**src/srsp_pkg.sv**
```systemverilog
// shared types, constants and header layout tables for the song record parser
package srsp_pkg;

  localparam int HDR_ITEMS = 22;
  localparam int QDEPTH = 4;
  localparam int QAW = 2;

  localparam logic [2:0] KIND_HDR  = 3'd0;
  localparam logic [2:0] KIND_NOTE = 3'd1;
  localparam logic [2:0] KIND_TEND = 3'd2;
  localparam logic [2:0] KIND_DONE = 3'd3;
  localparam logic [2:0] KIND_ERR  = 3'd4;

  typedef struct packed {
    logic [7:0] in_byte;
    logic       last_byte;
  } in_req_t;

  typedef struct packed {
    logic [2:0]         rec_kind;
    logic [4:0]         header_index;
    logic signed [31:0] header_value;
    logic signed [31:0] tick_number;
    logic signed [7:0]  instrument;
    logic signed [7:0]  note_key;
    logic signed [7:0]  velocity;
    logic signed [7:0]  panning;
    logic signed [15:0] fine_pitch;
    logic [15:0]        notes_in_tick;
  } out_req_t;

  // byte as registered by the front stage
  typedef struct packed {
    logic [7:0] data;
    logic       last;
  } qentry_t;

  typedef struct packed {
    logic full;
    logic empty;
  } qstat_t;

  // byte width of each header item, zero for a length-prefixed string
  function automatic logic [2:0] hdr_width(input logic [4:0] step);
    logic [2:0] w;
    case (step)
      5'd0, 5'd3, 5'd4, 5'd9, 5'd21:             w = 3'd2;
      5'd1, 5'd2, 5'd10, 5'd11, 5'd12, 5'd19, 5'd20: w = 3'd1;
      5'd13, 5'd14, 5'd15, 5'd16, 5'd17:         w = 3'd4;
      default:                                   w = 3'd0;
    endcase
    return w;
  endfunction

  // numeric field index of each header item
  function automatic logic [4:0] hdr_index(input logic [4:0] step);
    logic [4:0] idx;
    case (step)
      5'd0, 5'd1, 5'd2, 5'd3, 5'd4: idx = step;
      5'd9, 5'd10, 5'd11, 5'd12, 5'd13, 5'd14, 5'd15, 5'd16, 5'd17:
        idx = step - 5'd4;
      5'd19, 5'd20, 5'd21: idx = step - 5'd5;
      default: idx = 5'd0;
    endcase
    return idx;
  endfunction

endpackage

```
**src/srsp_front.sv**
```systemverilog
// input stage: takes byte requests and hands registered entries to the queue
module srsp_front (
  input  logic                clk,
  input  logic                rst_n,
  input  logic                in_valid,
  output logic                in_stall,
  input  srsp_pkg::in_req_t   in_data,
  input  srsp_pkg::qstat_t    q_stat,
  output logic                push,
  output srsp_pkg::qentry_t   push_data
);

  logic              valid_r, valid_nxt;
  srsp_pkg::qentry_t ent_r;
  logic              accept;

  assign in_stall  = valid_r && q_stat.full;
  assign accept    = in_valid && !in_stall;
  assign push      = valid_r && !q_stat.full;
  assign push_data = ent_r;

  always_comb begin
    valid_nxt = valid_r;
    if (accept) begin
      valid_nxt = 1'b1;
    end else if (push) begin
      valid_nxt = 1'b0;
    end
  end

  always_ff @(posedge clk) begin
    if (!rst_n) begin
      valid_r <= 1'b0;
    end else begin
      valid_r <= valid_nxt;
    end
    if (accept) begin
      ent_r.data <= in_data.in_byte;
      ent_r.last <= in_data.last_byte;
    end
  end

endmodule

```
**src/srsp_queue.sv**
```systemverilog
// short byte queue between front and back
module srsp_queue (
  input  logic              clk,
  input  logic              rst_n,
  input  logic              push,
  input  srsp_pkg::qentry_t push_data,
  input  logic              pop,
  output srsp_pkg::qstat_t  q_stat,
  output srsp_pkg::qentry_t pop_data
);

  srsp_pkg::qentry_t    mem_r [srsp_pkg::QDEPTH];
  logic [srsp_pkg::QAW-1:0] wr_ptr_r, rd_ptr_r;
  logic [srsp_pkg::QAW:0]   count_r;
  logic                     do_push, do_pop;

  assign q_stat.full  = (count_r == (srsp_pkg::QAW+1)'(srsp_pkg::QDEPTH));
  assign q_stat.empty = (count_r == '0);
  assign do_push      = push && !q_stat.full;
  assign do_pop       = pop && !q_stat.empty;
  assign pop_data     = mem_r[rd_ptr_r];

  always_ff @(posedge clk) begin
    if (!rst_n) begin
      wr_ptr_r <= '0;
      rd_ptr_r <= '0;
      count_r  <= '0;
    end else begin
      if (do_push) begin
        wr_ptr_r <= wr_ptr_r + 1'b1;
      end
      if (do_pop) begin
        rd_ptr_r <= rd_ptr_r + 1'b1;
      end
      if (do_push && !do_pop) begin
        count_r <= count_r + 1'b1;
      end else if (do_pop && !do_push) begin
        count_r <= count_r - 1'b1;
      end
    end
    if (do_push) begin
      mem_r[wr_ptr_r] <= push_data;
    end
  end

endmodule

```
**src/srsp_back.sv**
```systemverilog
// parser state machine and output register
module srsp_back (
  input  logic               clk,
  input  logic               rst_n,
  input  srsp_pkg::qstat_t   q_stat,
  input  srsp_pkg::qentry_t  pop_data,
  output logic               pop,
  output logic               out_valid,
  input  logic               out_stall,
  output srsp_pkg::out_req_t out_data
);

  typedef enum logic [2:0] {
    PH_HDR, PH_SKIP, PH_TICK, PH_LAYER, PH_NOTE, PH_DONE, PH_ERR
  } phase_t;

  phase_t             phase_r, phase_nxt;
  logic [4:0]         step_r, step_nxt;
  logic [2:0]         bif_r, bif_nxt;
  logic [31:0]        asm_r, asm_nxt;
  logic [30:0]        skip_r, skip_nxt;
  logic [31:0]        tick_r, tick_nxt;
  logic [15:0]        cnt_r, cnt_nxt;
  logic [31:0]        nb_r, nb_nxt;
  logic               out_valid_r, out_valid_nxt;
  srsp_pkg::out_req_t out_data_r, emit_data;
  logic               emit;

  logic [7:0]  b;
  logic [2:0]  wraw, w;
  logic [2:0]  bif_inc;
  logic [31:0] asm_or;
  logic [31:0] v16;

  assign pop       = !q_stat.empty && (!out_valid_r || !out_stall);
  assign out_valid = out_valid_r;
  assign out_data  = out_data_r;

  always_comb begin
    b       = pop_data.data;
    wraw    = srsp_pkg::hdr_width(step_r);
    w       = (wraw == 3'd0) ? 3'd4 : wraw;
    bif_inc = bif_r + 3'd1;
    asm_or  = asm_r | ({24'd0, b} << {bif_r[1:0], 3'b000});
    v16     = {{16{b[7]}}, b, asm_r[7:0]};

    phase_nxt = phase_r;
    step_nxt  = step_r;
    bif_nxt   = bif_r;
    asm_nxt   = asm_r;
    skip_nxt  = skip_r;
    tick_nxt  = tick_r;
    cnt_nxt   = cnt_r;
    nb_nxt    = nb_r;
    emit      = 1'b0;
    emit_data = '0;

    if (pop) begin
      if (phase_r == PH_DONE || phase_r == PH_ERR) begin
        if (pop_data.last) begin
          phase_nxt = PH_HDR;
          step_nxt  = '0;
          bif_nxt   = '0;
          asm_nxt   = '0;
          skip_nxt  = '0;
          tick_nxt  = '1;
          cnt_nxt   = '0;
          nb_nxt    = '0;
        end
      end else if (pop_data.last) begin
        emit               = 1'b1;
        emit_data.rec_kind = srsp_pkg::KIND_ERR;
        phase_nxt = PH_HDR;
        step_nxt  = '0;
        bif_nxt   = '0;
        asm_nxt   = '0;
        skip_nxt  = '0;
        tick_nxt  = '1;
        cnt_nxt   = '0;
        nb_nxt    = '0;
      end else begin
        case (phase_r)
          PH_HDR: begin
            asm_nxt = asm_or;
            bif_nxt = bif_inc;
            if (bif_inc >= w) begin
              bif_nxt = '0;
              asm_nxt = '0;
              if (wraw == 3'd0) begin
                if (asm_or[31]) begin
                  phase_nxt          = PH_ERR;
                  emit               = 1'b1;
                  emit_data.rec_kind = srsp_pkg::KIND_ERR;
                end else if (asm_or == '0) begin
                  step_nxt  = (step_r == 5'(srsp_pkg::HDR_ITEMS - 1)) ? '0 : step_r + 5'd1;
                  phase_nxt = (step_r == 5'(srsp_pkg::HDR_ITEMS - 1)) ? PH_TICK : PH_HDR;
                end else begin
                  skip_nxt  = asm_or[30:0];
                  phase_nxt = PH_SKIP;
                end
              end else begin
                emit                   = 1'b1;
                emit_data.rec_kind     = srsp_pkg::KIND_HDR;
                emit_data.header_index = srsp_pkg::hdr_index(step_r);
                case (w)
                  3'd1:    emit_data.header_value = {{24{asm_or[7]}}, asm_or[7:0]};
                  3'd2:    emit_data.header_value = {{16{asm_or[15]}}, asm_or[15:0]};
                  default: emit_data.header_value = asm_or;
                endcase
                step_nxt  = (step_r == 5'(srsp_pkg::HDR_ITEMS - 1)) ? '0 : step_r + 5'd1;
                phase_nxt = (step_r == 5'(srsp_pkg::HDR_ITEMS - 1)) ? PH_TICK : PH_HDR;
              end
            end
          end
          PH_SKIP: begin
            skip_nxt = (skip_r != '0) ? skip_r - 31'd1 : skip_r;
            if (skip_r <= 31'd1) begin
              bif_nxt   = '0;
              asm_nxt   = '0;
              step_nxt  = (step_r == 5'(srsp_pkg::HDR_ITEMS - 1)) ? '0 : step_r + 5'd1;
              phase_nxt = (step_r == 5'(srsp_pkg::HDR_ITEMS - 1)) ? PH_TICK : PH_HDR;
            end
          end
          PH_TICK: begin
            if (bif_r[0] == 1'b0) begin
              asm_nxt = {24'd0, b};
              bif_nxt = 3'd1;
            end else begin
              asm_nxt = '0;
              bif_nxt = '0;
              if (v16 == '0) begin
                phase_nxt          = PH_DONE;
                emit               = 1'b1;
                emit_data.rec_kind = srsp_pkg::KIND_DONE;
              end else begin
                tick_nxt  = tick_r + v16;
                cnt_nxt   = '0;
                phase_nxt = PH_LAYER;
              end
            end
          end
          PH_LAYER: begin
            if (bif_r[0] == 1'b0) begin
              asm_nxt = {24'd0, b};
              bif_nxt = 3'd1;
            end else begin
              asm_nxt = '0;
              bif_nxt = '0;
              if (v16[15:0] == '0) begin
                emit                    = 1'b1;
                emit_data.rec_kind      = srsp_pkg::KIND_TEND;
                emit_data.tick_number   = tick_r;
                emit_data.notes_in_tick = cnt_r;
                cnt_nxt   = '0;
                phase_nxt = PH_TICK;
              end else begin
                nb_nxt    = '0;
                phase_nxt = PH_NOTE;
              end
            end
          end
          PH_NOTE: begin
            bif_nxt = bif_inc;
            if (bif_r < 3'd4) begin
              nb_nxt = nb_r | ({24'd0, b} << {bif_r[1:0], 3'b000});
            end else if (bif_r == 3'd4) begin
              asm_nxt = {24'd0, b};
            end else begin
              emit                  = 1'b1;
              emit_data.rec_kind    = srsp_pkg::KIND_NOTE;
              emit_data.tick_number = tick_r;
              emit_data.instrument  = nb_r[7:0];
              emit_data.note_key    = nb_r[15:8];
              emit_data.velocity    = nb_r[23:16];
              emit_data.panning     = nb_r[31:24];
              emit_data.fine_pitch  = {b, asm_r[7:0]};
              cnt_nxt   = (cnt_r != 16'hFFFF) ? cnt_r + 16'd1 : cnt_r;
              bif_nxt   = '0;
              asm_nxt   = '0;
              nb_nxt    = '0;
              phase_nxt = PH_LAYER;
            end
          end
          default: begin
          end
        endcase
      end
    end

    if (emit) begin
      out_valid_nxt = 1'b1;
    end else if (!out_stall) begin
      out_valid_nxt = 1'b0;
    end else begin
      out_valid_nxt = out_valid_r;
    end
  end

  always_ff @(posedge clk) begin
    if (!rst_n) begin
      phase_r     <= PH_HDR;
      step_r      <= '0;
      bif_r       <= '0;
      asm_r       <= '0;
      skip_r      <= '0;
      tick_r      <= '1;
      cnt_r       <= '0;
      nb_r        <= '0;
      out_valid_r <= 1'b0;
    end else begin
      phase_r     <= phase_nxt;
      step_r      <= step_nxt;
      bif_r       <= bif_nxt;
      asm_r       <= asm_nxt;
      skip_r      <= skip_nxt;
      tick_r      <= tick_nxt;
      cnt_r       <= cnt_nxt;
      nb_r        <= nb_nxt;
      out_valid_r <= out_valid_nxt;
    end
    if (emit) begin
      out_data_r <= emit_data;
    end
  end

endmodule

```
**src/song_record_stream_parser.sv**
```systemverilog
// top level of the song record stream parser
// usage:
//   in_valid/in_stall/in_data carry one file byte per request, with
//   last_byte set on the final byte of the file.
//   out_valid/out_stall/out_data carry parsed records: header fields,
//   notes, tick ends, parse done and error records.
//   a byte is registered in the front stage, passes a four-entry queue and
//   is parsed by the back state machine, one byte per cycle unless the queue
//   is empty or a pending record is stalled; a record it causes is then
//   held in the output register. sustained throughput is one byte per
//   cycle while out_stall is low, set by the parser update in the back stage.
//   when out_stall is held, the output register keeps its record and the
//   queue fills; in_stall rises once the queue and front register are full.
//   reset (rst_n low, synchronous) empties the queue, drops any pending
//   record and restarts the parser at the header with the tick at -1.
//   after parse done or an error, bytes are dropped until the final byte,
//   which rearms the parser without a record.
module song_record_stream_parser (
  input  logic               clk,
  input  logic               rst_n,
  input  logic               in_valid,
  output logic               in_stall,
  input  srsp_pkg::in_req_t  in_data,
  output logic               out_valid,
  input  logic               out_stall,
  output srsp_pkg::out_req_t out_data
);

  srsp_pkg::qstat_t  q_stat;
  srsp_pkg::qentry_t push_data, pop_data;
  logic              push, pop;

  srsp_front u_front (
    .clk       (clk),
    .rst_n     (rst_n),
    .in_valid  (in_valid),
    .in_stall  (in_stall),
    .in_data   (in_data),
    .q_stat    (q_stat),
    .push      (push),
    .push_data (push_data)
  );

  srsp_queue u_queue (
    .clk       (clk),
    .rst_n     (rst_n),
    .push      (push),
    .push_data (push_data),
    .pop       (pop),
    .q_stat    (q_stat),
    .pop_data  (pop_data)
  );

  srsp_back u_back (
    .clk       (clk),
    .rst_n     (rst_n),
    .q_stat    (q_stat),
    .pop_data  (pop_data),
    .pop       (pop),
    .out_valid (out_valid),
    .out_stall (out_stall),
    .out_data  (out_data)
  );

endmodule
```
**config.mk**
```make
export PLATFORM = sky130hd
export DESIGN_NAME = song_record_stream_parser
export DESIGN_NICKNAME = d
export VERILOG_FILES = /design/src/srsp_pkg.sv /design/src/srsp_front.sv /design/src/srsp_queue.sv /design/src/srsp_back.sv /design/src/song_record_stream_parser.sv
export SDC_FILE = /design/constraint.sdc
export NUM_CORES = 1
export LEC_CHECK = 0
export BUFFER_PORTS_ARGS = -buffer_cell sky130_fd_sc_hd__clkbuf_2
export CAP_MARGIN = 0
export CORE_MARGIN = 1
export CORE_UTILIZATION = 55
export CTS_BUF_LIST = sky130_fd_sc_hd__clkbuf_16
export CTS_CLUSTER_SIZE = 12
export DETAILED_ROUTE_END_ITERATION = 10
export PLACE_DENSITY_LB_ADDON = 0.08
export REMOVE_ABC_BUFFERS = 1
export SLEW_MARGIN = 20
export SYNTH_ARGS = -nofsm -noshare
export SYNTH_HDL_FRONTEND = slang
export SYNTH_HIERARCHICAL = 1
export SYNTH_SLANG_ARGS = --single-unit
export TNS_END_PERCENT = 100
```
**constraint.sdc**
```tcl
create_clock -name clk -period 12.3 [get_ports clk]
set_input_delay 1.23 -clock clk [delete_from_list [all_inputs] [get_ports clk]]
set_output_delay 1.23 -clock clk [all_outputs]
set_load 0.01 [all_outputs]
```
**Word level (Yosys, flattened, before mapping)**

Memories as Yosys holds them, arrays and structs flattened. A register that Yosys moved wholly into a read port is not among the register bits.
Cells that the tools add are included.
W data, S select, Z words.

- Flip-flop bits (word level): 308
- Output and inout bits: 138
- Logic and storage cells: 271
- Memories kept: 2
- Bits in read-only memories: 96
- Bits of input ports: 13
- RAM bits: 36

Memory list:

| name | depth | width | rd ports | clocked after Yosys merged registers in | write ports | RTL line | text |
|---|---|---|---|---|---|---|---|
| (name not given) | 32 | 3 | 1 | 1 | 0 | srsp_pkg.sv:46 | `case (step)` |
| u_queue.mem_r | 4 | 9 | 1 | 1 | 1 | srsp_queue.sv:12 | `srsp_pkg::qentry_t mem_r [srsp_pkg::QDEPTH];` |

- Shifts and indexed selects: 1
- Eq/ne operators: 47
- Muxes and demuxes: 121
- Reduce and logical (&&, ||, !) cells: 51
- Magnitude comparators: 3
- Bitwise logic cells: 9
- Add/subtract/negate cells: 11

Operator list:

| cell | count |
|---|---|
| $mux W32 | 20 |
| $mux W31 | 8 |
| $pmux W32 S2 | 3 |
| $mux W16 | 10 |
| $mux W80 | 2 |
| $pmux W32 S4 | 1 |
| $mux W3 | 29 |
| $logic_not A32 Y1 | 2 |
| $or A32 B32 Y32 | 2 |
| $pmux W31 S2 | 1 |
| $mux W5 | 11 |
| $pmux W16 S3 | 1 |
| $mux W40 | 1 |
| $mux W37 | 1 |
| $eq A5 B4 Y1 const B | 7 |
| $add A32 B32 Y32 | 1 |
| $shl A8 B5 Y32 | 1 |
| $le A31 B1 Y1 const B | 1 |
| $reduce_bool A31 Y1 | 1 |
| $sub A31 B1 Y31 const B | 1 |
| $eq A5 B5 Y1 const B | 5 |
| $ne A3 B2 Y1 const B | 8 |
| $pmux W3 S4 | 2 |
| $mux W1 | 20 |
| other kinds (50) | 104 |

**Longest topological paths before layout**

- Word-level depth: 12
- Depth in mapped cells: 16
- Gate-level depth less buffers: 14

**Hierarchy**

Netlist, hierarchy kept.

Modules (own cells, without submodules):

| module | cells each | seq. area each (um^2) | instances | area each (um^2) |
|---|---|---|---|---|
| srsp_back | 1569 | 7247.0 | 1 | 14696.6 |
| srsp_queue | 95 | 1261.2 | 1 | 1781.7 |
| srsp_front | 14 | 290.3 | 1 | 320.3 |

**Worst setup path before layout**

OpenSTA, ideal clock, no wires.

- Kind: reg2reg
- Start: register (tool-made name)
- End: register u_back.out_data_r, in the netlist u_back/out_data[0], enable pin
- Required time: 11.593 ns
- Stages on the path, launching flop included: 9
- Setup time: 0.707 ns
- Path buffers: 3
- Slack: 2.146 ns
- Arrival: 9.447 ns
- Period minus slack after synthesis: 10.154 ns
- Cell sequence: dfxtp_1 > buf_2 > mux4_2 > clkbuf_1 > nor4_1 > and4_1 > clkbuf_1 > nand3_1 > a41oi_1

RTL lines:

| item | RTL line | text |
|---|---|---|
| to (signal assigned) | srsp_back.sv:222 | `out_data_r <= emit_data;` |
| to (decl) | srsp_back.sv:26 | `srsp_pkg::out_req_t out_data_r, emit_data;` |

==> results.md <==
| Parameter | This run |
|:---|:---|
| Largest net degree at the start of global routing | 66 |
| Cells on Worst Hold Path | 2 |
| Fraction of the yosys area taken by sequential cells | 52.38% |
| Number of buffers on the longest clock path | 3 |
| Setup repair after global routing missed its margin | no |
| Accumulated negative setup slack | 0 ns |
| Post-CTS setup buffer count | 0 |
| Distinct cells, synth | 92 |
| Post-route clock period utilization | 43.48% |
| Post-DR wirelength/cell | 19.03 microns |
| Adder-Cell Fraction of Synth Area | 4.469% |
| Timing-limited maximum frequency | 187.0 MHz |
| Vias in the first global route | 12080 |
| Full die area | 31250 sq um |
| Data required time at the worst endpoint | 12.45 ns |
| Initial DRT Pass Iterations | 6 |
| Final setup vio count | 0 |
| Compound-Gate Fraction of Synth Area | 16.90% |
| Multi-input gate area in the final layout | 7536 sq um |
| Hold violation count in the final report | 0 |
| Initial cell density of the core | 56.23% |
| Synth Register Bits | 349 |
| Reg clk slew, reported paths | 0.06 ns |
| Yosys synthesis warning count | 6 |
| Die Width | 176.8 microns |
| Worst setup margin | 6.951 ns |
| Maximum level of the CTS H-tree | 2 |
| Shortest period the worst path allows | 5.349 ns |
| Clock sink count | 349 |
| Highest-count cells in the layout ignoring fill and taps | sky130_fd_sc_hd__nor2_1, sky130_fd_sc_hd__a21oi_1, sky130_fd_sc_hd__edfxtp_1 |
| Signed area change from the synthesized netlist to the final layout | 12.99% |
| Crit path DAT | 5.50 ns |
| Most common cell after layout, fill and taps aside | sky130_fd_sc_hd__nor2_1 |
| Worst setup skew after layout | 0.01520 ns |
| Die outline height | 176.8 microns |
| Total routing usage reported by global routing | 26.81% |
| Total via count after detailed routing | 13240 |
| Outcome | finished, final reports clean |
| Reg-to-reg endpoint | u_back/out_data[97] |
| Sequential cell area | 8798 sq um |
| Number of antenna violations at the first check in global routing | 0 |
| Start point of the worst hold path | u_back/nb_r[5] |
| Inserted Clock Buffers | 38 |
| DRT iter0 DRCs | 1268 |
| Detailed placer's ending HPWL | 28280 microns |
| Mux contribution to synthesized area | 1.624% |
| DRC | 0 |
| Fill cell count | 2533 |
| Post-synth EDFFs | 181 |
| Antenna-violating nets left | 0 |
| Final RePlAce weighted congestion | 0.8842 |
| Hold EP | u_back/nb_r[5] |
| Slew at the pin closest to its max-slew limit | 1.136 ns |
| CTS tree | built |
| IR drop worst, VDD | 0.0001543 V |
| Simple-gate share of the synthesized area | 18.55% |
| Critical Path Start Type | flip-flop |
| Sum of overflow across all layers after global routing | 0 |
| Total wirelength of the detailed-routed design | 42130 microns |
| Number of maximum-capacitance violations | 0 |
| Share of cells above drive strength 1 | 14.42% |
| Num ports | 151 |
| Synthesized cell area | 16800 sq um |
| Fraction of registers with async set/reset | 0% |
| Number of I/O port buffers | 150 |
| CP max FO | 65 |
| Type of destination of the critical path | flip-flop |
| First-pass GRT wire length | 66180 microns |
| Antenna fix cells | 0 |
| Pleak | 7.264 nW |
| Syn Inst Count | 1678 |
| Relative slew slack | 23.66% |
| Post-Synth XOR/XNOR Area | 3.076% |
| Core ar. | 29870 sq um |
| Final Slew Violations | 0 |
| DP Worst Slack | 6.926 ns |
| CTS hold repair buffers | 0 |
| Critical path type | reg2reg |
| Ratio of routed vias to standard cells | 5.978 |
| Clock Latency Late Sink | 0.53 ns |
| Power density relative to cell area | 253.5 nW/um^2 |
| Instance area at placement | 17830 sq um |
| Top_reg_cell synth | sky130_fd_sc_hd__edfxtp_1 |
| Class of the tightest hold or removal check | reg2reg |
| Reg2reg setup slack | 6.95 ns |
| Clock tree root driver cell | sky130_fd_sc_hd__clkbuf_16 |
| Cts repair resizes | 0 |
| Cell area after layout | 18980 sq um |
| Final #Nets | 1865 |
| Average size of a mapped cell | 10.01 sq um |
| Std cell rows | 63 |
| R2r worst-path depth | 7 |
| Combinational family with the most area after synthesis | simple AND/OR/NAND/NOR gates |
[metrics by stage]
step	util (%)	hold slack (ns)	std cells	total power [mW]
floorplan	-	0.4285	1585	3.199
global placement	59.70	0.4419	2144	3.740
detailed placement	59.70	0.4520	2144	3.772
global route	63.53	0.4804	2214	5.100
finish	63.53	0.4612	2214	4.811
CTS	63.50	0.4667	2214	4.813
[sequential cells by signal, indices dropped and copies added (netlist names), named ones only]
register           cells
u_back/asm_r          32
u_back/bif_r           3
u_back/cnt_r          16
u_back/nb_r           32
u_back/out_data      136
u_back/out_valid       1
u_back/phase_r         3
u_back/skip_r         31
u_back/step_r          5
u_back/tick_r         32
u_back/wraw            3
u_front/push_data      9
u_front/valid_r        1
u_queue/count_r        3
u_queue/mem_r         36
u_queue/rd_ptr_r       2
u_queue/wr_ptr_r       2
[cells in the mapped netlist, types with 4 or more instances]
master,n,area (sq um)
sky130_fd_sc_hd__nand2_1,101,379.1
sky130_fd_sc_hd__o22ai_1,23,143.9
sky130_fd_sc_hd__xor2_1,22,192.7
sky130_fd_sc_hd__edfxtp_1,181,5435
sky130_fd_sc_hd__nand3_1,27,135.1
sky130_fd_sc_hd__or4_1,7,52.55
sky130_fd_sc_hd__buf_1,5,18.77
sky130_fd_sc_hd__o21bai_1,8,60.06
sky130_fd_sc_hd__and2_1,107,669.4
sky130_fd_sc_hd__ha_1,56,700.7
sky130_fd_sc_hd__clkbuf_1,81,304.0
sky130_fd_sc_hd__nor2_1,211,792.0
sky130_fd_sc_hd__inv_1,32,120.1
sky130_fd_sc_hd__o22a_1,6,52.55
sky130_fd_sc_hd__a221oi_1,6,52.55
sky130_fd_sc_hd__mux4_2,9,202.7
sky130_fd_sc_hd__dfxtp_1,168,3363
sky130_fd_sc_hd__a2111oi_0,24,210.2
sky130_fd_sc_hd__a21o_1,32,240.2
sky130_fd_sc_hd__a21boi_0,5,37.54
sky130_fd_sc_hd__a22oi_1,9,67.56
sky130_fd_sc_hd__a21oi_1,192,960.9
sky130_fd_sc_hd__nand2b_1,11,68.82
sky130_fd_sc_hd__or2_2,10,62.56
sky130_fd_sc_hd__a211oi_1,15,112.6
sky130_fd_sc_hd__o21a_1,14,105.1
sky130_fd_sc_hd__a31oi_1,11,68.82
sky130_fd_sc_hd__nor4_1,20,125.1
sky130_fd_sc_hd__nand4_1,6,37.54
sky130_fd_sc_hd__nand4b_1,6,52.55
sky130_fd_sc_hd__nor2b_1,21,131.4
sky130_fd_sc_hd__o211ai_1,6,45.04
sky130_fd_sc_hd__buf_2,4,20.02
sky130_fd_sc_hd__and3_1,11,68.82
sky130_fd_sc_hd__mux2i_1,7,70.07
sky130_fd_sc_hd__xnor2_1,37,324.1
sky130_fd_sc_hd__or3_1,19,118.9
sky130_fd_sc_hd__nor3_1,35,175.2
sky130_fd_sc_hd__o21ai_1,4,20.02
sky130_fd_sc_hd__o21ai_0,60,300.3
[layout make-up]
cell class	instances	area share, %
clock inverters	31	0.8504
well taps	390	2.571
flip-flops and latches	349	46.35
multi-input cells	1202	39.70
repair buffers	169	4.707
inverters	34	0.6724
clock buffers	39	5.142
[logic make-up after synthesis]
family,after synthesis
and+or+nand+nor,617
AOI/OAI and AO/OA,451
DFF,349
buffers and inverters,127
xor gates and xnor gates,59
adders and majority gates,59
muxes,16
[routing by layer]
layer / vias to the layer above / GRT usage, % / part of all wire (%)
li1: 6341 / - / -
met1: 6320 / 38.14 / 45
met2: 497 / 42.52 / 46
met3: 78 / 3.673 / 6.1
met4: 0 / 8.082 / 2.6
met5: - / 0 / 0
[worst max-delay path by stage]
stage / startpoint / endpoint / slack [ns]
after floorplan: flip-flop / u_back/out_data[0] / 2.06
after CTS: flip-flop / u_back/out_data[77] / 6.93
after global placement: flip-flop / u_back/out_data[70] / 7.13
final: flip-flop / u_back/out_data[97] / 6.95
after detailed placement: flip-flop / u_back/out_data[101] / 6.93
after global routing: flip-flop / u_back/out_data[70] / 6.61
[critical path: stages, from the launching register on]
cell	delay (ns)
sky130_fd_sc_hd__dfxtp_1	0.70
sky130_fd_sc_hd__mux4_2	0.83
sky130_fd_sc_hd__nor4_1	0.52
sky130_fd_sc_hd__and4_1	0.37
sky130_fd_sc_hd__nand3_1	0.21
sky130_fd_sc_hd__a41oi_4	0.84
sky130_fd_sc_hd__buf_4	0.63
sky130_fd_sc_hd__buf_4	0.75
[power breakdown]
group	switching (mW)	leakage (nW)	total, mW	internal, mW
Sequential	0.142	3.09	1.71	1.57
Combinational	1.34	3.55	2.07	0.730
Clock	0.455	0.632	1.03	0.577
Note: power is estimated with default switching activity, not from simulation.
